**src/rtl/ph_average_deadband_doser_core_assert.svh**
```systemverilog
// assertion macros for the rtl files; only the core file includes them
// both macros sample on clk and are disabled while rst_n is low
`ifndef PH_AVERAGE_DEADBAND_DOSER_CORE_ASSERT_SVH
`define PH_AVERAGE_DEADBAND_DOSER_CORE_ASSERT_SVH
`ifndef SYNTHESIS
`define PHADB_ASSERT_IMP(lbl, ante, cons, msg) \
    lbl: assert property (@(posedge clk) disable iff (!rst_n) (ante) |-> (cons)) \
        else $error(msg);
`define PHADB_ASSERT_NXT(lbl, ante, cons, msg) \
    lbl: assert property (@(posedge clk) disable iff (!rst_n) (ante) |=> (cons)) \
        else $error(msg);
`else
`define PHADB_ASSERT_IMP(lbl, ante, cons, msg)
`define PHADB_ASSERT_NXT(lbl, ante, cons, msg)
`endif
`endif

```
**src/rtl/phadb_pkg.sv**
```systemverilog
`timescale 1ns / 1ps
package phadb_pkg;

    // field widths
    localparam int SAMPLE_W = 8;
    localparam int SLOPE_W  = 20;
    localparam int OFFSET_W = 15;
    localparam int PH_W     = 16;
    localparam int WLEN_W   = 5;
    localparam int SETP_W   = 8;
    localparam int BAND_W   = 7;
    localparam int PULSE_W  = 4;
    localparam int CFG_W    = 20;
    localparam int CFG_IDX_W = 3;
    localparam int PROD_W   = SLOPE_W + SAMPLE_W;
    localparam int PH_MAX   = 65535;

    // tenths to hundredths
    localparam int TENTHS_SCALE = 10;
    localparam int EDGE_W       = 12;

    // register indexes
    typedef enum logic [CFG_IDX_W-1:0] {
        CFG_SLOPE       = 3'd0,
        CFG_OFFSET_MAG  = 3'd1,
        CFG_OFFSET_NEG  = 3'd2,
        CFG_WINDOW      = 3'd3,
        CFG_SETPOINT    = 3'd4,
        CFG_DEADBAND    = 3'd5,
        CFG_PULSE       = 3'd6,
        CFG_ENABLE      = 3'd7
    } cfg_index_t;

    // sequencer states
    typedef enum logic [2:0] {
        ST_IDLE,
        ST_MUL,
        ST_WIN,
        ST_DIV,
        ST_OUT
    } state_t;

    // status of a serial unit
    typedef struct packed {
        logic busy;
        logic done;
    } unit_stat_t;

endpackage

```
**src/rtl/phadb_mul.sv**
```systemverilog
`timescale 1ns / 1ps
module phadb_mul
(
    input  logic                                  clk,
    input  logic                                  rst_n,
    input  logic                                  start,
    input  logic [phadb_pkg::SAMPLE_W-1:0]        sample,
    input  logic signed [phadb_pkg::SLOPE_W-1:0]  slope,
    input  logic [phadb_pkg::OFFSET_W-1:0]        offset_mag,
    input  logic                                  offset_neg,
    output phadb_pkg::unit_stat_t                 stat,
    output logic [phadb_pkg::PH_W-1:0]            ph
);

    localparam int CNT_W = $clog2(phadb_pkg::SAMPLE_W);
    localparam int SUMV_W = phadb_pkg::SLOPE_W - phadb_pkg::SAMPLE_W + phadb_pkg::SAMPLE_W + 1;

    logic                                 busy_reg;
    logic                                 fin_reg;
    logic                                 done_reg;
    logic [CNT_W-1:0]                     cnt_reg;
    logic signed [phadb_pkg::PROD_W-1:0]  acc_reg;
    logic signed [phadb_pkg::PROD_W-1:0]  mcand_reg;
    logic [phadb_pkg::SAMPLE_W-1:0]       mplier_reg;
    logic [phadb_pkg::PH_W-1:0]           ph_reg;
    logic [phadb_pkg::PH_W-1:0]           ph_next;
    logic signed [phadb_pkg::SLOPE_W-1:0] quot;
    logic signed [SUMV_W-1:0]             value;
    logic signed [SUMV_W-1:0]             offset_ext;

    // floor shift, offset and clamp
    always_comb
    begin
        quot       = acc_reg[phadb_pkg::PROD_W-1:phadb_pkg::SAMPLE_W];
        offset_ext = $signed({{(SUMV_W - phadb_pkg::OFFSET_W){1'b0}}, offset_mag});
        if (offset_neg)
        begin
            value = SUMV_W'(quot) - offset_ext;
        end
        else
        begin
            value = SUMV_W'(quot) + offset_ext;
        end
        if (value < 0)
        begin
            ph_next = '0;
        end
        else if (value > SUMV_W'(phadb_pkg::PH_MAX))
        begin
            ph_next = phadb_pkg::PH_W'(phadb_pkg::PH_MAX);
        end
        else
        begin
            ph_next = value[phadb_pkg::PH_W-1:0];
        end
    end

    // control of the shift-add sequence
    always_ff @(posedge clk or negedge rst_n)
    begin
        if (!rst_n)
        begin
            busy_reg <= 1'b0;
            fin_reg  <= 1'b0;
            done_reg <= 1'b0;
            cnt_reg  <= '0;
        end
        else
        begin
            done_reg <= fin_reg;
            fin_reg  <= 1'b0;
            if (start)
            begin
                busy_reg <= 1'b1;
                cnt_reg  <= '0;
            end
            else if (busy_reg)
            begin
                cnt_reg <= cnt_reg + 1'b1;
                if (cnt_reg == CNT_W'(phadb_pkg::SAMPLE_W - 1))
                begin
                    busy_reg <= 1'b0;
                    fin_reg  <= 1'b1;
                end
            end
        end
    end

    // one multiplier bit per cycle
    always_ff @(posedge clk)
    begin
        if (start)
        begin
            acc_reg    <= '0;
            mcand_reg  <= phadb_pkg::PROD_W'(slope);
            mplier_reg <= sample;
        end
        else if (busy_reg)
        begin
            if (mplier_reg[0])
            begin
                acc_reg <= acc_reg + mcand_reg;
            end
            mcand_reg  <= mcand_reg <<< 1;
            mplier_reg <= mplier_reg >> 1;
        end
        if (fin_reg)
        begin
            ph_reg <= ph_next;
        end
    end

    assign stat.busy = busy_reg | fin_reg;
    assign stat.done = done_reg;
    assign ph        = ph_reg;

endmodule

```
**src/rtl/phadb_win.sv**
```systemverilog
`timescale 1ns / 1ps
module phadb_win
#(
    parameter int WINDOW_MAX = 16
)
(
    input  logic                                         clk,
    input  logic                                         rst_n,
    input  logic                                         start,
    input  logic [phadb_pkg::PH_W-1:0]                   ph,
    input  logic [$clog2(WINDOW_MAX+1)-1:0]              win,
    output phadb_pkg::unit_stat_t                        stat,
    output logic [phadb_pkg::PH_W+$clog2(WINDOW_MAX+1)-1:0] sum
);

    localparam int WIN_W = $clog2(WINDOW_MAX + 1);
    localparam int IDX_W = (WINDOW_MAX > 1) ? $clog2(WINDOW_MAX) : 1;
    localparam int SUM_W = phadb_pkg::PH_W + WIN_W;

    logic [phadb_pkg::PH_W-1:0] history_reg [WINDOW_MAX];
    logic [WIN_W-1:0]           slot_reg;
    logic [WIN_W-1:0]           slot_use;
    logic [WIN_W-1:0]           k_reg;
    logic                       busy_reg;
    logic                       done_reg;
    logic [SUM_W-1:0]           sum_reg;
    logic [SUM_W-1:0]           sum_next;

    // slot wraps when it has run past the window
    assign slot_use = (slot_reg >= win) ? '0 : slot_reg;
    assign sum_next = sum_reg + SUM_W'(history_reg[k_reg[IDX_W-1:0]]);

    // ring store, cleared at reset
    always_ff @(posedge clk or negedge rst_n)
    begin
        if (!rst_n)
        begin
            for (int i = 0; i < WINDOW_MAX; i++)
            begin
                history_reg[i] <= '0;
            end
            slot_reg <= '0;
        end
        else if (start)
        begin
            history_reg[slot_use[IDX_W-1:0]] <= ph;
            slot_reg <= slot_use + 1'b1;
        end
    end

    // one entry added per cycle
    always_ff @(posedge clk or negedge rst_n)
    begin
        if (!rst_n)
        begin
            busy_reg <= 1'b0;
            done_reg <= 1'b0;
            k_reg    <= '0;
        end
        else
        begin
            done_reg <= 1'b0;
            if (start)
            begin
                busy_reg <= 1'b1;
                k_reg    <= '0;
            end
            else if (busy_reg)
            begin
                k_reg <= k_reg + 1'b1;
                if (k_reg == win - 1'b1)
                begin
                    busy_reg <= 1'b0;
                    done_reg <= 1'b1;
                end
            end
        end
    end

    always_ff @(posedge clk)
    begin
        if (start)
        begin
            sum_reg <= '0;
        end
        else if (busy_reg)
        begin
            sum_reg <= sum_next;
        end
    end

    assign stat.busy = busy_reg;
    assign stat.done = done_reg;
    assign sum       = sum_reg;

endmodule

```
**src/rtl/phadb_div.sv**
```systemverilog
`timescale 1ns / 1ps
module phadb_div
#(
    parameter int SUM_W = 21,
    parameter int WIN_W = 5
)
(
    input  logic                      clk,
    input  logic                      rst_n,
    input  logic                      start,
    input  logic [SUM_W-1:0]          dividend,
    input  logic [WIN_W-1:0]          divisor,
    output phadb_pkg::unit_stat_t     stat,
    output logic [phadb_pkg::PH_W-1:0] quotient
);

    localparam int CNT_W = $clog2(SUM_W + 1);

    logic [SUM_W-1:0] quo_reg;
    logic [WIN_W-1:0] rem_reg;
    logic [WIN_W-1:0] dvs_reg;
    logic [CNT_W-1:0] cnt_reg;
    logic             busy_reg;
    logic             done_reg;
    logic [WIN_W:0]   trial;
    logic [WIN_W:0]   diff;

    // restoring step: one quotient bit per cycle
    assign trial = {rem_reg, quo_reg[SUM_W-1]};
    assign diff  = trial - {1'b0, dvs_reg};

    always_ff @(posedge clk or negedge rst_n)
    begin
        if (!rst_n)
        begin
            busy_reg <= 1'b0;
            done_reg <= 1'b0;
            cnt_reg  <= '0;
        end
        else
        begin
            done_reg <= 1'b0;
            if (start)
            begin
                busy_reg <= 1'b1;
                cnt_reg  <= '0;
            end
            else if (busy_reg)
            begin
                cnt_reg <= cnt_reg + 1'b1;
                if (cnt_reg == CNT_W'(SUM_W - 1))
                begin
                    busy_reg <= 1'b0;
                    done_reg <= 1'b1;
                end
            end
        end
    end

    always_ff @(posedge clk)
    begin
        if (start)
        begin
            quo_reg <= dividend;
            rem_reg <= '0;
            dvs_reg <= divisor;
        end
        else if (busy_reg)
        begin
            if (trial >= {1'b0, dvs_reg})
            begin
                rem_reg <= diff[WIN_W-1:0];
                quo_reg <= {quo_reg[SUM_W-2:0], 1'b1};
            end
            else
            begin
                rem_reg <= trial[WIN_W-1:0];
                quo_reg <= {quo_reg[SUM_W-2:0], 1'b0};
            end
        end
    end

    assign stat.busy = busy_reg;
    assign stat.done = done_reg;
    assign quotient  = quo_reg[phadb_pkg::PH_W-1:0];

endmodule

```
**src/rtl/ph_average_deadband_doser_core.sv**
```systemverilog
// a request taken passes through multiply and clamp, window sum, divide and output load;
// the input stays closed until the result is loaded, so a new request is taken only after
// the bit-serial multiply, window sum and divide of the last one are through
// a finished result may wait in the output register while the next request is taken
// reset (rst_n, asynchronous, active low) clears ring, slot, phase and pump, loads defaults
`timescale 1ns / 1ps
`include "ph_average_deadband_doser_core_assert.svh"
module ph_average_deadband_doser_core
#(
    parameter int WINDOW_MAX = 16,
    parameter int PHASE_TOP  = 10
)
(
    input  logic                                clk,
    input  logic                                rst_n,
    // slave request: [7:0] adc_sample
    input  logic                                s_tvalid,
    output logic                                s_tready,
    input  logic [7:0]                          s_tdata,
    // master request: [15:0] ph_average, [16] dose_on
    output logic                                m_tvalid,
    input  logic                                m_tready,
    output logic [23:0]                         m_tdata,
    // configuration writes
    input  logic                                cfg_we,
    input  logic [phadb_pkg::CFG_IDX_W-1:0]     cfg_index,
    input  logic [phadb_pkg::CFG_W-1:0]         cfg_data
);

    localparam int WIN_W   = $clog2(WINDOW_MAX + 1);
    localparam int SUM_W   = phadb_pkg::PH_W + WIN_W;
    localparam int PHASE_W = $clog2(PHASE_TOP + 1);

    // configuration registers
    logic signed [phadb_pkg::SLOPE_W-1:0] slope_reg;
    logic [phadb_pkg::OFFSET_W-1:0]       offset_mag_reg;
    logic                                 offset_neg_reg;
    logic [phadb_pkg::WLEN_W-1:0]         window_reg;
    logic [phadb_pkg::SETP_W-1:0]         setpoint_reg;
    logic [phadb_pkg::BAND_W-1:0]         deadband_reg;
    logic [phadb_pkg::PULSE_W-1:0]        pulse_reg;
    logic                                 enable_reg;

    phadb_pkg::state_t                    state_reg;
    phadb_pkg::state_t                    state_next;
    logic [PHASE_W-1:0]                   phase_reg;
    logic [PHASE_W-1:0]                   phase_next;
    logic                                 pump_reg;
    logic                                 pump_next;
    logic                                 m_valid_reg;
    logic [phadb_pkg::PH_W-1:0]           m_avg_reg;
    logic                                 m_dose_reg;

    logic                                 in_accept;
    logic                                 mul_start;
    logic                                 win_start;
    logic                                 div_start;
    logic                                 out_load;
    logic [WIN_W-1:0]                     win_eff;
    logic [phadb_pkg::PH_W-1:0]           ph_val;
    logic [SUM_W-1:0]                     win_sum;
    logic [phadb_pkg::PH_W-1:0]           avg;
    logic [phadb_pkg::EDGE_W-1:0]         sp_hund;
    logic [phadb_pkg::EDGE_W-1:0]         db_hund;
    logic                                 below;
    logic                                 unit_busy;
    phadb_pkg::unit_stat_t                mul_st;
    phadb_pkg::unit_stat_t                win_st;
    phadb_pkg::unit_stat_t                div_st;

    // register writes
    always_ff @(posedge clk or negedge rst_n)
    begin
        if (!rst_n)
        begin
            slope_reg      <= '0;
            offset_mag_reg <= '0;
            offset_neg_reg <= 1'b0;
            window_reg     <= phadb_pkg::WLEN_W'(6);
            setpoint_reg   <= phadb_pkg::SETP_W'(70);
            deadband_reg   <= '0;
            pulse_reg      <= phadb_pkg::PULSE_W'(3);
            enable_reg     <= 1'b0;
        end
        else if (cfg_we)
        begin
            unique case (phadb_pkg::cfg_index_t'(cfg_index))
                phadb_pkg::CFG_SLOPE:      slope_reg      <= $signed(cfg_data);
                phadb_pkg::CFG_OFFSET_MAG: offset_mag_reg <= cfg_data[phadb_pkg::OFFSET_W-1:0];
                phadb_pkg::CFG_OFFSET_NEG: offset_neg_reg <= cfg_data[0];
                phadb_pkg::CFG_WINDOW:     window_reg     <= cfg_data[phadb_pkg::WLEN_W-1:0];
                phadb_pkg::CFG_SETPOINT:   setpoint_reg   <= cfg_data[phadb_pkg::SETP_W-1:0];
                phadb_pkg::CFG_DEADBAND:   deadband_reg   <= cfg_data[phadb_pkg::BAND_W-1:0];
                phadb_pkg::CFG_PULSE:      pulse_reg      <= cfg_data[phadb_pkg::PULSE_W-1:0];
                phadb_pkg::CFG_ENABLE:     enable_reg     <= cfg_data[0];
            endcase
        end
    end

    // effective window: zero means one, long windows saturate
    always_comb
    begin
        if (window_reg == '0)
        begin
            win_eff = WIN_W'(1);
        end
        else if (32'(window_reg) > WINDOW_MAX)
        begin
            win_eff = WIN_W'(WINDOW_MAX);
        end
        else
        begin
            win_eff = WIN_W'(window_reg);
        end
    end

    // serial units
    phadb_mul u_mul
    (
        .clk        (clk),
        .rst_n      (rst_n),
        .start      (mul_start),
        .sample     (s_tdata),
        .slope      (slope_reg),
        .offset_mag (offset_mag_reg),
        .offset_neg (offset_neg_reg),
        .stat       (mul_st),
        .ph         (ph_val)
    );

    phadb_win #(
        .WINDOW_MAX (WINDOW_MAX)
    ) u_win (
        .clk   (clk),
        .rst_n (rst_n),
        .start (win_start),
        .ph    (ph_val),
        .win   (win_eff),
        .stat  (win_st),
        .sum   (win_sum)
    );

    phadb_div #(
        .SUM_W (SUM_W),
        .WIN_W (WIN_W)
    ) u_div (
        .clk      (clk),
        .rst_n    (rst_n),
        .start    (div_start),
        .dividend (win_sum),
        .divisor  (win_eff),
        .stat     (div_st),
        .quotient (avg)
    );

    // phase advance and deadband decision
    always_comb
    begin
        if (phase_reg == PHASE_W'(PHASE_TOP))
        begin
            phase_next = '0;
        end
        else
        begin
            phase_next = phase_reg + 1'b1;
        end
        sp_hund = phadb_pkg::EDGE_W'(32'(setpoint_reg) * phadb_pkg::TENTHS_SCALE);
        db_hund = phadb_pkg::EDGE_W'(32'(deadband_reg) * phadb_pkg::TENTHS_SCALE);
        below   = (sp_hund > db_hund) && (32'(avg) < 32'(sp_hund - db_hund));
        if (enable_reg)
        begin
            pump_next = below && (32'(phase_next) < 32'(pulse_reg));
        end
        else
        begin
            pump_next = pump_reg;
        end
    end

    // sequencer
    assign in_accept = s_tvalid && s_tready;
    assign s_tready  = (state_reg == phadb_pkg::ST_IDLE);

    always_comb
    begin
        state_next = state_reg;
        mul_start  = 1'b0;
        win_start  = 1'b0;
        div_start  = 1'b0;
        out_load   = 1'b0;
        unique case (state_reg)
            phadb_pkg::ST_IDLE:
            begin
                if (s_tvalid)
                begin
                    mul_start  = 1'b1;
                    state_next = phadb_pkg::ST_MUL;
                end
            end
            phadb_pkg::ST_MUL:
            begin
                if (mul_st.done)
                begin
                    win_start  = 1'b1;
                    state_next = phadb_pkg::ST_WIN;
                end
            end
            phadb_pkg::ST_WIN:
            begin
                if (win_st.done)
                begin
                    div_start  = 1'b1;
                    state_next = phadb_pkg::ST_DIV;
                end
            end
            phadb_pkg::ST_DIV:
            begin
                if (div_st.done)
                begin
                    state_next = phadb_pkg::ST_OUT;
                end
            end
            phadb_pkg::ST_OUT:
            begin
                if (!m_valid_reg || m_tready)
                begin
                    out_load   = 1'b1;
                    state_next = phadb_pkg::ST_IDLE;
                end
            end
            default:
            begin
                state_next = phadb_pkg::ST_IDLE;
            end
        endcase
    end

    always_ff @(posedge clk or negedge rst_n)
    begin
        if (!rst_n)
        begin
            state_reg   <= phadb_pkg::ST_IDLE;
            phase_reg   <= '0;
            pump_reg    <= 1'b0;
            m_valid_reg <= 1'b0;
        end
        else
        begin
            state_reg <= state_next;
            if (out_load)
            begin
                phase_reg   <= phase_next;
                pump_reg    <= pump_next;
                m_valid_reg <= 1'b1;
            end
            else if (m_tready)
            begin
                m_valid_reg <= 1'b0;
            end
        end
    end

    // output register
    always_ff @(posedge clk)
    begin
        if (out_load)
        begin
            m_avg_reg  <= avg;
            m_dose_reg <= pump_next;
        end
    end

    assign m_tvalid = m_valid_reg;
    assign m_tdata  = {7'b0, m_dose_reg, m_avg_reg};

    // checks
    assign unit_busy = mul_st.busy | win_st.busy | div_st.busy;

    `PHADB_ASSERT_NXT(a_accept_mul, in_accept, mul_st.busy, "multiply idle after a request")
    `PHADB_ASSERT_IMP(a_idle_quiet, s_tready, !unit_busy, "serial unit busy while idle")
    `PHADB_ASSERT_IMP(a_div_done, div_st.done, state_reg == phadb_pkg::ST_DIV, "late divide")
    `PHADB_ASSERT_IMP(a_phase_range, 1'b1, 32'(phase_reg) <= PHASE_TOP, "phase past its top")

endmodule
```
**config.mk**
```make
export PLATFORM = sky130hd
export DESIGN_NAME = ph_average_deadband_doser_core
export DESIGN_NICKNAME = d
export VERILOG_FILES = /design/src/rtl/phadb_pkg.sv /design/src/rtl/phadb_mul.sv /design/src/rtl/phadb_win.sv /design/src/rtl/phadb_div.sv /design/src/rtl/ph_average_deadband_doser_core.sv
export VERILOG_INCLUDE_DIRS = /design/src /design/src/rtl
export SDC_FILE = /design/constraint.sdc
export NUM_CORES = 1
export LEC_CHECK = 0
export BUFFER_PORTS_ARGS = -buffer_cell sky130_fd_sc_hd__buf_2
export CAP_MARGIN = 40
export CORE_MARGIN = 4
export CORE_UTILIZATION = 57
export DETAILED_ROUTE_END_ITERATION = 7
export MAX_ROUTING_LAYER = met4
export PLACE_DENSITY = 0.74
export SLEW_MARGIN = 20
export SYNTH_ARGS = -nofsm -noshare
export SYNTH_HDL_FRONTEND = slang
export SYNTH_SLANG_ARGS = --single-unit
```
**constraint.sdc**
```tcl
create_clock -name clk -period 6.6 [get_ports clk]
set_input_delay 0.33 -clock clk [delete_from_list [all_inputs] [get_ports clk]]
set_output_delay 0.33 -clock clk [all_outputs]
set_load 0.01 [all_outputs]
```
# --- Word-level counts from Yosys, hierarchy flattened ---
# Index checks and enable logic that the tools add are counted.
word_totals:
  elab_cells: 179
  reg_bits: 500
op_classes:
  n_lt_le_gt_ge: 11
  addsub: 12
  mul: 2
  eq_ne: 20
  reduce_logical: 22
  n_mux: 61
  bitwise_logic: 2
ops:
  columns: ["cell", "count"]
  rows:
  - ["$bwmux W256", 1]
  - ["$bmux W16 S4", 1]
  - ["$demux W16 S4", 1]
  - ["$mux W16", 4]
  - ["$mux W21", 3]
  - ["$mux W28", 2]
  - ["$mux W5", 8]
  - ["$lt A16 B32 Y1", 1]
  - ["$mux W1", 30]
  - ["$add A28 B28 Y28", 1]
  - ["$add A20 B16 Y21", 1]
  - ["$add A21 B16 Y21", 1]
  - ["$gt A21 B17 Y1 const B", 1]
  - ["$lt A21 B1 Y1 const B", 1]
  - ["$mux W3", 7]
  - ["$sub A20 B16 Y21", 1]
  - ["$eq A3 B3 Y1 const B", 6]
  - ["$reduce_and A2 Y1", 9]
  - ["$mux W8", 2]
  - ["$add A5 B1 Y5 const B", 3]
  - ["$pmux W3 S5", 1]
  - ["$sub A12 B11 Y13", 1]
  - ["$eq A3 B2 Y1 const B", 4]
  - ["$gt A12 B11 Y1", 1]
  - ["27 further kinds", 39]

# --- Depth between registers and ports, before layout ---
# Gate-level depths: netlist of run 1.
depth:
  depth_word: 11
  depth_mapped: 22

# --- Hierarchy ---
# Synthesis of run 1 repeated with hierarchy kept, for this count alone.
hier_totals:
  hier_cells: 2144
  area_unflattened_um2: 26834.5
by_module_without_submodules:
  columns: ["mod", "n_inst", "cells_per_inst", "area_per_inst_um2"]
  rows:
  - ["phadb_win", 1, 947, 13934.6]
  - ["phadb_mul", 1, 640, 6058.3]
  - ["ph_average_deadband_doser_core", 1, 401, 4844.6]
  - ["phadb_div", 1, 156, 1996.9]

# --- Least setup slack after synthesis of run 1 ---
# OpenSTA, ideal clock, no wires.
synth_timing:
  kind: "reg2reg"
  start: "register u_win.k_reg[0]"
  end: "register u_win.sum_reg[14] (netlist: u_win.sum[14])"
  setup_ns: 0.122
  period_less_slack_ns: 4.360
  path_stages_with_launch: 17
  required_ns: 6.478
  path_slack_ns: 2.240
  arrival_time_ns: 4.238
  n_path_buf: 3
  cell_sequence: "dfrtp_1 -> clkbuf_1 -> buf_2 -> buf_1 -> mux4_2 -> mux4_2 -> ha_1 -> inv_1 -> fa_1 -> nor2b_1 -> o31a_1 -> o221ai_1 -> a211oi_1 -> o21ai_0 -> a21boi_0 -> mux2i_1 -> a311o_1"
synth_via:
  elab_chain_len: 5
synth_lines:
  columns: ["item", "line", "source"]
  rows:
  - ["start: declaration", "phadb_win.sv:23", "logic [WIN_W-1:0] k_reg;"]
  - ["start signal: assignment", "phadb_win.sv:70", "k_reg <= k_reg + 1'b1;"]
  - ["$not A4 Y5 (implied by the code)", "phadb_win.sv:31", "assign sum_next = sum_reg + SUM_W'(history_reg[k_reg[IDX_W-1:0]]);"]
  - ["$bmux W16 S4", "phadb_win.sv:31", null]
  - ["$mux W16 (implied by the code) (2 in series)", "phadb_win.sv:31", null]
  - ["$add A21 B16 Y21", "phadb_win.sv:31", null]
  - ["end signal: assignment", "phadb_win.sv:88", "sum_reg <= sum_next;"]
  - ["end: declaration", "phadb_win.sv:26", "logic [SUM_W-1:0] sum_reg;"]
# Every way passes these cells. The select of a mux whose other input is x is not followed.
# A chain may end at the register's enable or synchronous reset.

# --- Worst setup path after layout of run 1 ---
layout_timing:
  start: "register u_win.k_reg[1]"
  end: "register u_win.sum_reg[14] (netlist: u_win.sum[14])"
# Same word-level chain as after synthesis.

==> run summary, run 1 <==
For the finished layout, the period the worst path requires is 4.74 ns. On the critical path, the stage with the largest delay is an instance of dfrtp_2. The cts-stage hold buffer count is 21, and the post-synthesis average cell area is 12.2 um^2.

In this run the static leakage power is 13.4 nW. The first detailed-routing pass ran for 5 iterations. The internal power is 8.00 mW, and the share of async-settable or async-resettable flops after synthesis is 0.702. In the final timing run, aggregate negative setup slack is 0 ns. CTS placed an instance of clkbuf_16 at the clock tree root. The number of antenna diodes in the final layout is 0. At the later pin of the worst-skew pair, clock insertion delay measures 0.61 ns. The library cell occupying the most area in the post-synthesis netlist is dfrtp_1. The post-cts gate resize count came out at 0.

The share of layout cells above drive strength 1 was 0.282; the last weighted congestion value of the routability-driven placer was 0.876. The netlist uses 87 different library cells. For the sequential power share, the log shows 0.355. The cell count after synthesis came out at 2152. The post-synthesis register bit count was 500. The maximum cell stage delay along the critical path was 0.85 ns; the number of buffers added on ports was 54.

In this run the power density over the cells is 438 nW/um^2. The run finished with clean final reports. The number of global-route vias before repair was 17300; the warning count from the yosys run was 0. IR analysis of the VDD net gives a maximum drop of 0.000321 V. The number of buffers and inverters on the critical path is 2.

The startpoint class of the critical path was a register. The H-tree was split into 2 levels. Hold is met by 0.0304 ns. Cell area after technology mapping: 26300 um^2. Traced cell by cell, the critical path runs through buf_4 -> mux4_2 -> mux4_2 -> ha_1 -> inv_1 -> fa_1 -> nor2b_1 -> o31a_1 -> o221ai_1 -> a211oi_1 -> o21ai_0 -> a21boi_0 -> mux2i_1 -> a311o_1. The final-report hold violation count is 0.

Number of placed cells counting well taps: 2723. By area the synthesized netlist is led by dfrtp_1, mux2_2, edfxtp_1. The share of power burned in combinational logic is 0.412. For the residual overflow from global routing, the log shows 0. Count of fill cells added during filler insertion: 3366.

The number of violations reported at the end of detailed-routing iteration 0 came out at 1283. For the total number of clock tree sinks, the log shows 500. The flip-flop count of the largest register, all copies and words added was 256. The worst hold path belongs to the class in -> reg. The finished layout holds 2845 standard cells, fillers aside. The first-pass GRT wire length was 95400 um; the max-slew violation count was 0. Setup repair after global routing left no endpoint under its margin. Total net switching power: 4.75 mW. Actual slew at the worst max-slew pin: 0.933 ns. The category of cells accounting for the largest share of critical-path delay is compound AO/OA/AOI/OAI gates. The number of antenna violations at the first check in global routing is 0.

Relative to the synthesized area, the layout overhead comes to 10.9%. The run gives 0.247 as the total global-route track usage. For this run, the top clock speed supported by timing is 0.211 GHz. STA classifies the critical path endpoint as a register.

The die covers 49600 um^2. For the sequential share of the synthesized area, the log shows 0.484. The height of the die came out at 223 um. The post-CTS setup-driven buffer insertion count was 0; the clock tree buffer depth was 3.

The final critical-path share of the clock period was 0.718. The floorplan step defined a core boundary enclosing 45500 um^2. The area share of the leading cell type in the synthesized netlist is 0.328, and the initial standard-cell utilization of the core is 0.578. Data on the critical path is required at its endpoint by 7.09 ns. TritonCTS built the clock tree. For the largest net degree at the start of global routing, the log shows 157. At the worst endpoint, the arrival time is 5.23 ns. The routed wire length is 59200 um. The number of top-level pins was 62. Dominant synthesized flop cell: dfrtp_1.

The routed layout has 17200 vias. At the end of the flow, the number of nets in the layout was 2376. Post-CTS clock slew at the launch and capture registers of the worst setup and hold paths: 0.06 ns. The cell that appears most often on the critical path is mux4_2.

Clock skew on the completed layout was measured at 0.0251 ns. The floorplan has 78 rows. Dividing the detail-routed wire length by the instance count gives 20.8 um. Along the worst path, the maximum fanout reaches 28.

The synthesized design contains 95 enable-type register cells. After legalization and detailed placement, the total HPWL measured 39300 um. The net switching fraction of the power was 0.373; the power share of the clock group was 0.233. The final antenna-violating net count was 0; the routed via count divided by cell count was 6.03. The worst setup path is of the reg -> reg kind. In the routed design, unresolved DRC markers number 0. The worst slew margin relative to its limit was 0.378. In this run the horizontal extent of the chip is 223 um. Clock tree synthesis inserted a total of 53 buffers. The run gives 0 as the max capacitance violation total.

The tools report the number of setup violations in the final report as 0.
-- through the flow --
stage / worst slack, ns / cell area (um^2) / power, mW / utilization
floorplan: 2.24 / 26300 / 8.49 / -
global placement: 2.03 / 27000 / 9.50 / 0.593
detailed placement: 1.93 / 27100 / 9.76 / 0.597
CTS: 1.91 / 29100 / 12.8 / 0.640
global route: 1.61 / 29100 / 13.7 / 0.640
finish: 1.86 / 29100 / 12.7 / 0.640
-- layout make-up --
| cell class | count | area (um^2) | area share |
|---|---|---|---|
| inverter | 73 | 274 | 0.00941 |
| timing repair buffer | 103 | 816 | 0.0280 |
| tap | 600 | 751 | 0.0258 |
| clock inverter | 23 | 205 | 0.00704 |
| clock buffer | 77 | 1540 | 0.0530 |
| multi-input combinational | 1469 | 12800 | 0.440 |
| sequential | 500 | 12700 | 0.437 |
-- power by group through the flow --
| stage | sequential (mW) | combinational [mW] | clock, mW |
|---|---|---|---|
| 2_1_floorplan | 4.21 | 4.28 | 0 |
| 3_3_place_gp | 4.59 | 4.91 | 0 |
| 3_5_place_dp | 4.61 | 5.15 | 0 |
| 4_1_cts | 4.56 | 5.19 | 3.02 |
| 5_1_grt | 4.61 | 5.90 | 3.16 |
| 6_report | 4.52 | 5.25 | 2.97 |
-- synthesized netlist by cell type, drive strengths merged (23+ instances only) --
master and number:
nand2 207, nand3 23, xor2 34, xnor2 57, inv 73, mux2i 24, a21oi 118, mux4 80
mux2 337, clkbuf 65, nor2 104, nor3 26, o21ai 66, edfxtp 95, ha 133, dfrtp 344
buf 51, a21o 33, dfxtp 54
-- path summary, 6_finish.rpt --
| path | start | endpoint | slack, ns | cells after the start |
|---|---|---|---|---|
| hold / removal | m_tready | m_tvalid | 0.03 | 3 |
| setup / recovery | u_win.k_reg[1] | u_win.sum[14] | 1.86 | 14 |
| setup reg to reg | u_win.k_reg[1] | u_win.sum[14] | 1.86 | 14 |
| hold reg to reg | u_mul.acc_reg[5] | u_mul.acc_reg[5] | 0.46 | 2 |
| max in group asynchronous | rst_n | u_win.history_reg[190] | 4.84 | 4 |
| min in group asynchronous | rst_n | u_win.history_reg[246] | 0.37 | 2 |
-- layout by cell type (no fill, tap or decap), types with 61 or more instances in the layout --
cell      count
o21ai_0      61
nand2_1     198
ha_1        133
mux2_2      332
mux4_2       80
a21oi_1     108
inv_1        73
nor2_1      104
edfxtp_1     95
dfrtp_1     342
-- routing by layer --
metal  GRT usage  part of all wire  vias up
met5           -                 0        -
met4      0.0646             0.024        0
met3      0.0461             0.053      106
met2       0.391              0.48      409
met1       0.334              0.44     8744
li1            -                 -     7897
-- worst min-delay path, stage by stage --
cell      delay, ns
buf_2          0.07
nand2b_1       0.12
nand2_1        0.07
-- cell families (layout without fill, tap and decap cells) --
family | after synthesis | count (layout) | share of synthesized area
AOI/OAI and AO/OA | 320 | 320 | 0.0795
xor gates and xnor gates | 91 | 91 | 0.0306
adders and majority gates | 140 | 140 | 0.0687
buffers and inverters | 189 | 276 | 0.0303
DFF | 500 | 500 | 0.484
muxes | 441 | 441 | 0.222
other | 1 | 7 | 0.000143
and+or+nand+nor | 470 | 470 | 0.0843
Power figures use the tool's default switching activity.
==> run 2: changes to the inputs <==
ABC_AREA = 1   (was not set)
PLACE_DENSITY = 0.76   (was 0.74)
clock period = 4.3 ns   (was 6.6 ns; I/O delays follow)
==> run summary, run 2 <==
The actual slew at the worst max-slew pin works out to 0.980 ns (was 0.933 ns). The post-synthesis instance total was 3453 (was 2152). Number of H-tree levels: 2 (unchanged).

Class of the most critical hold timing path: in -> reg (unchanged). Ranking of synthesized cells by area: dfrtp_1, nand2_1, edfxtp_1 (was dfrtp_1, mux2_2, edfxtp_1). The wire length per cell after detailed routing was 17.3 um (was 20.8 um). Total die area: 51700 um^2 (was 49600 um^2). The clock tree buffer depth is 3 (unchanged). The leakage dissipation is 14.9 nW (was 13.4 nW).

The overall via count from detail_route was 23200 (was 17200). The run gives 0.291 (was 0.355) as the sequential power share. The cell at the root of the clock tree was clkbuf_16 (unchanged). The area share of the leading cell type in the synthesized netlist is 0.314 (was 0.328). The growth of design area from synthesis to finish was 11.1% (was 10.9%); the residual overflow from global routing was 0 (unchanged). The tools report the max-slew violation count as 0 (unchanged). The largest net degree at the start of global routing was 130 (was 157); the maximum cell stage delay along the critical path was 0.58 ns (was 0.85 ns). The type of the setup path with the least slack is reg -> reg (unchanged). The final layout net count is 3683 (was 2376). The share of async-settable or async-resettable flops after synthesis is 0.702 (unchanged). For the detailed placer's ending HPWL, the log shows 46900 um (was 39300 um).

The number of global-route vias before repair came out at 22100 (was 17300). Remaining design rule violation count: 0 (unchanged). For the placeable core region, the log shows 47600 um^2 (was 45500 um^2). For the final sum of negative setup slack, the log shows 0 ns (unchanged). The logs give 9.87 mW (was 4.75 mW) for the total net switching power and 0.0238 ns (was 0.0251 ns) for the final setup skew. Critical path buffer and inverter count: 2 (unchanged).

The type of destination of the critical path was a register (unchanged). The warning count from the yosys run came out at 0 (unchanged). The cell occurring most often along the worst timing path was nand2_1 (was mux4_2).

The sequential share of the synthesized area came out at 0.463 (was 0.484). TritonCTS built the clock tree. The share of power burned in combinational logic came out at 0.495 (was 0.412).

The tools report the count of standard-cell rows as 80 (was 78). The cell area after technology mapping is 27500 um^2 (was 26300 um^2). Most frequent cells in the layout: nand2_1, o21ai_0, inv_1 (was dfrtp_1, mux2_2, nand2_1). The logs give 0.63 ns (was 0.61 ns) for the clock latency reported for the late side of the worst-skew pair and 0.983 (was 0.876) for the last weighted congestion value of the routability-driven placer.

The highest-delay cell along the critical path is dfstp_2 (was dfrtp_2). The power density over the cells is 734 nW/um^2 (was 438 nW/um^2). The share of layout cells above drive strength 1 was 0.0704 (was 0.282). Synth top cells by count: nand2_1, o21ai_0, inv_1, dfrtp_1, a21oi_1 (was dfrtp_1, mux2_2, nand2_1, ha_1, a21oi_1). Cell-by-cell listing of the critical path: ha_1 -> ha_1 -> inv_1 -> fa_2 -> o21ai_2 -> nand2_1 -> a21oi_1 -> nor2_1 -> xnor2_1 -> ha_1 -> nand2_1 -> inv_1 -> a21oi_1 -> nand3_1 -> xor2_1 -> ha_1 -> nand2_1 -> nor4_2 -> nand2_1 -> nand2_1 -> nand2_1 -> nand4_1 -> nand2_1 (was buf_4 -> mux4_2 -> mux4_2 -> ha_1 -> inv_1 -> fa_1 -> nor2b_1 -> o31a_1 -> o221ai_1 -> a211oi_1 -> o21ai_0 -> a21boi_0 -> mux2i_1 -> a311o_1). For the worst slew margin relative to its limit, the log shows 0.346 (was 0.378).

The startpoint class of the critical path was a register (unchanged). The post-CTS clock slew at the launch and capture registers of the worst setup and hold paths is 0.07 ns (was 0.06 ns). The CTS buffer count was 55 (was 53).

The library cell with the highest instance count after synthesis was nand2_1 (was dfrtp_1). For the initial standard-cell utilization of the core, the log shows 0.576 (was 0.578). Total global-route track usage: 0.289 (was 0.247).

The post-synthesis register bit count was 500 (unchanged); the final antenna-violating net count was 0 (unchanged). The number of violations reported at the end of detailed-routing iteration 0 is 2252 (was 1283). The height of the die was 227 um (was 223 um); the flip-flop count of the largest register, all copies and words added was 256 (unchanged).

The width of the chip was 227 um (was 223 um); the routed wire length was 72000 um (was 59200 um). The tools report the share of the core filled with cells as 0.640 (about the same). The run finished with clean final reports. For the worst path required time, the log shows 4.67 ns (was 7.09 ns).

The number of antenna violations at the first check in global routing was 1 (was 0); the total number of clock tree sinks was 500 (unchanged). The max capacitance violation total was 0 (unchanged). The highest net fanout along the worst path came out at 4 (was 28).

Most common library cell in the layout ignoring fill and taps: nand2_1 (was dfrtp_1). The net switching fraction of the power works out to 0.441 (was 0.373). The data arrival time of the critical path was 4.33 ns (was 5.23 ns). The tools report the number of top-level pins as 62 (unchanged).

The shortest period the worst path allows was 3.95 ns (was 4.74 ns). The number of buffers added on ports was 54 (unchanged); the routed via count divided by cell count was 5.56 (was 6.03). The library cell occupying the most area in the post-synthesis netlist was dfrtp_1 (unchanged). The tools report the post-route non-filler standard cell count as 4168 (was 2845). The post-synthesis average cell area was 7.95 um^2 (was 12.2 um^2). The tools report the number of iterations in the first detailed-routing pass as 6 (was 5). Setup repair after global routing left no endpoint under its margin. Number of enable-type register cells in the synthesized netlist: 95 (unchanged). The final critical-path share of the clock period was 0.919 (was 0.718); the highest achievable clock rate was 0.253 GHz (was 0.211 GHz).

The number of placed cells counting well taps is 4033 (was 2723). The run gives 0.000461 V (was 0.000321 V) as the maximum VDD drop. The internal power was 12.5 mW (was 8.00 mW); the number of setup violations in the final report was 0 (unchanged).

The final-report hold violation count was 0 (unchanged). The tools report the count of unique library cells instantiated by Yosys as 57 (was 87). The power share of the clock group came out at 0.214 (was 0.233). Dominant synthesized flop cell: dfrtp_1 (unchanged). The first-pass GRT wire length came out at 116000 um (was 95400 um). The category of cells accounting for the largest share of critical-path delay was adder cells (was compound AO/OA/AOI/OAI gates).
==> run 2: final timing paths <==
path                                          end        startpoint  slack [ns]  cells after the start
min reg2reg                      u_div.rem_reg[4]  u_div.rem_reg[4]        0.48                      2
max                                    m_dose_reg   setpoint_reg[1]        0.35                     23
min                                  slope_reg[3]       cfg_data[3]        0.02                      3
max in group asynchronous           u_mul.fin_reg             rst_n        2.94                      3
max reg2reg                            m_dose_reg   setpoint_reg[1]        0.35                     23
min in group asynchronous  u_win.history_reg[238]             rst_n        0.26                      2
==> run 2: final cells by class <==
| cell class | instances | area (um^2) |
|---|---|---|
| inverter | 443 | 1660 |
| tap | 615 | 769 |
| multi-input combinational | 2374 | 12400 |
| timing repair buffer | 133 | 1070 |
| fill | 4077 | 17100 |
| clock inverter | 26 | 305 |
| sequential | 500 | 12700 |
| clock buffer | 76 | 1530 |
| antenna | 1 | 2.50 |
==> run 2: what timing repair did <==
item,in CTS,in global routing
hold buffers,30,0
endpoints found under the setup margin,0,2
hold endpoints to repair,165,0
buffers inserted,0,1
resized for setup,0,7
==> run 2: tightest hold or removal path: stages <==
cell,delay [ns]
buf_2,0.07
inv_1,0.13
o21ai_0,0.18
==> run 2: kinds of logic (layout without fill, tap and decap cells) <==
group           count (synthesis)  after routing  synth area share
flops                         500            500             0.463
xor+xnor                       78             78            0.0249
buf+inv                       585            678            0.0861
simple gates                 1307           1307             0.197
mux                             5              5           0.00205
other cells                     1              8          0.000137
fa+ha+maj                     140            140            0.0657
compound gates                837            837             0.161
==> run 2: per-stage QoR <==
| stage | power, mW | worst slack [ns] | area, um^2 | hold WS, ns |
|---|---|---|---|---|
| 6_report | 22.4 | 0.346 | 30500 | 0.0169 |
| 4_1_cts | 22.3 | 0.108 | 30400 | 0.00116 |
| 3_5_place_dp | 17.4 | 0.138 | 28300 | 0.387 |
| 2_1_floorplan | 14.6 | 0.437 | 27500 | -0.0806 |
| 3_3_place_gp | 17.2 | 0.176 | 28300 | 0.393 |
| 5_1_grt | 24.2 | 0.00295 | 30500 | 0.0307 |
==> run 2: metal layers <==
layer  vias to the layer above  routed length, um  GRT usage
li1                      11400                  -          -
met1                     10900              31100      0.386
met2                       760              33500      0.461
met3                       160               4960     0.0449
met4                         0               2380     0.0876
met5                         -                  0          -
==> run 2: power groups by stage <==
| stage | sequential [mW] | combinational, mW | clock [mW] |
|---|---|---|---|
| 2_1_floorplan | 6.28 | 8.32 | 0 |
| 3_3_place_gp | 6.55 | 10.7 | 0 |
| 3_5_place_dp | 6.56 | 10.8 | 0 |
| 4_1_cts | 6.49 | 10.9 | 4.85 |
| 5_1_grt | 6.59 | 12.5 | 5.07 |
| 6_report | 6.52 | 11.1 | 4.79 |
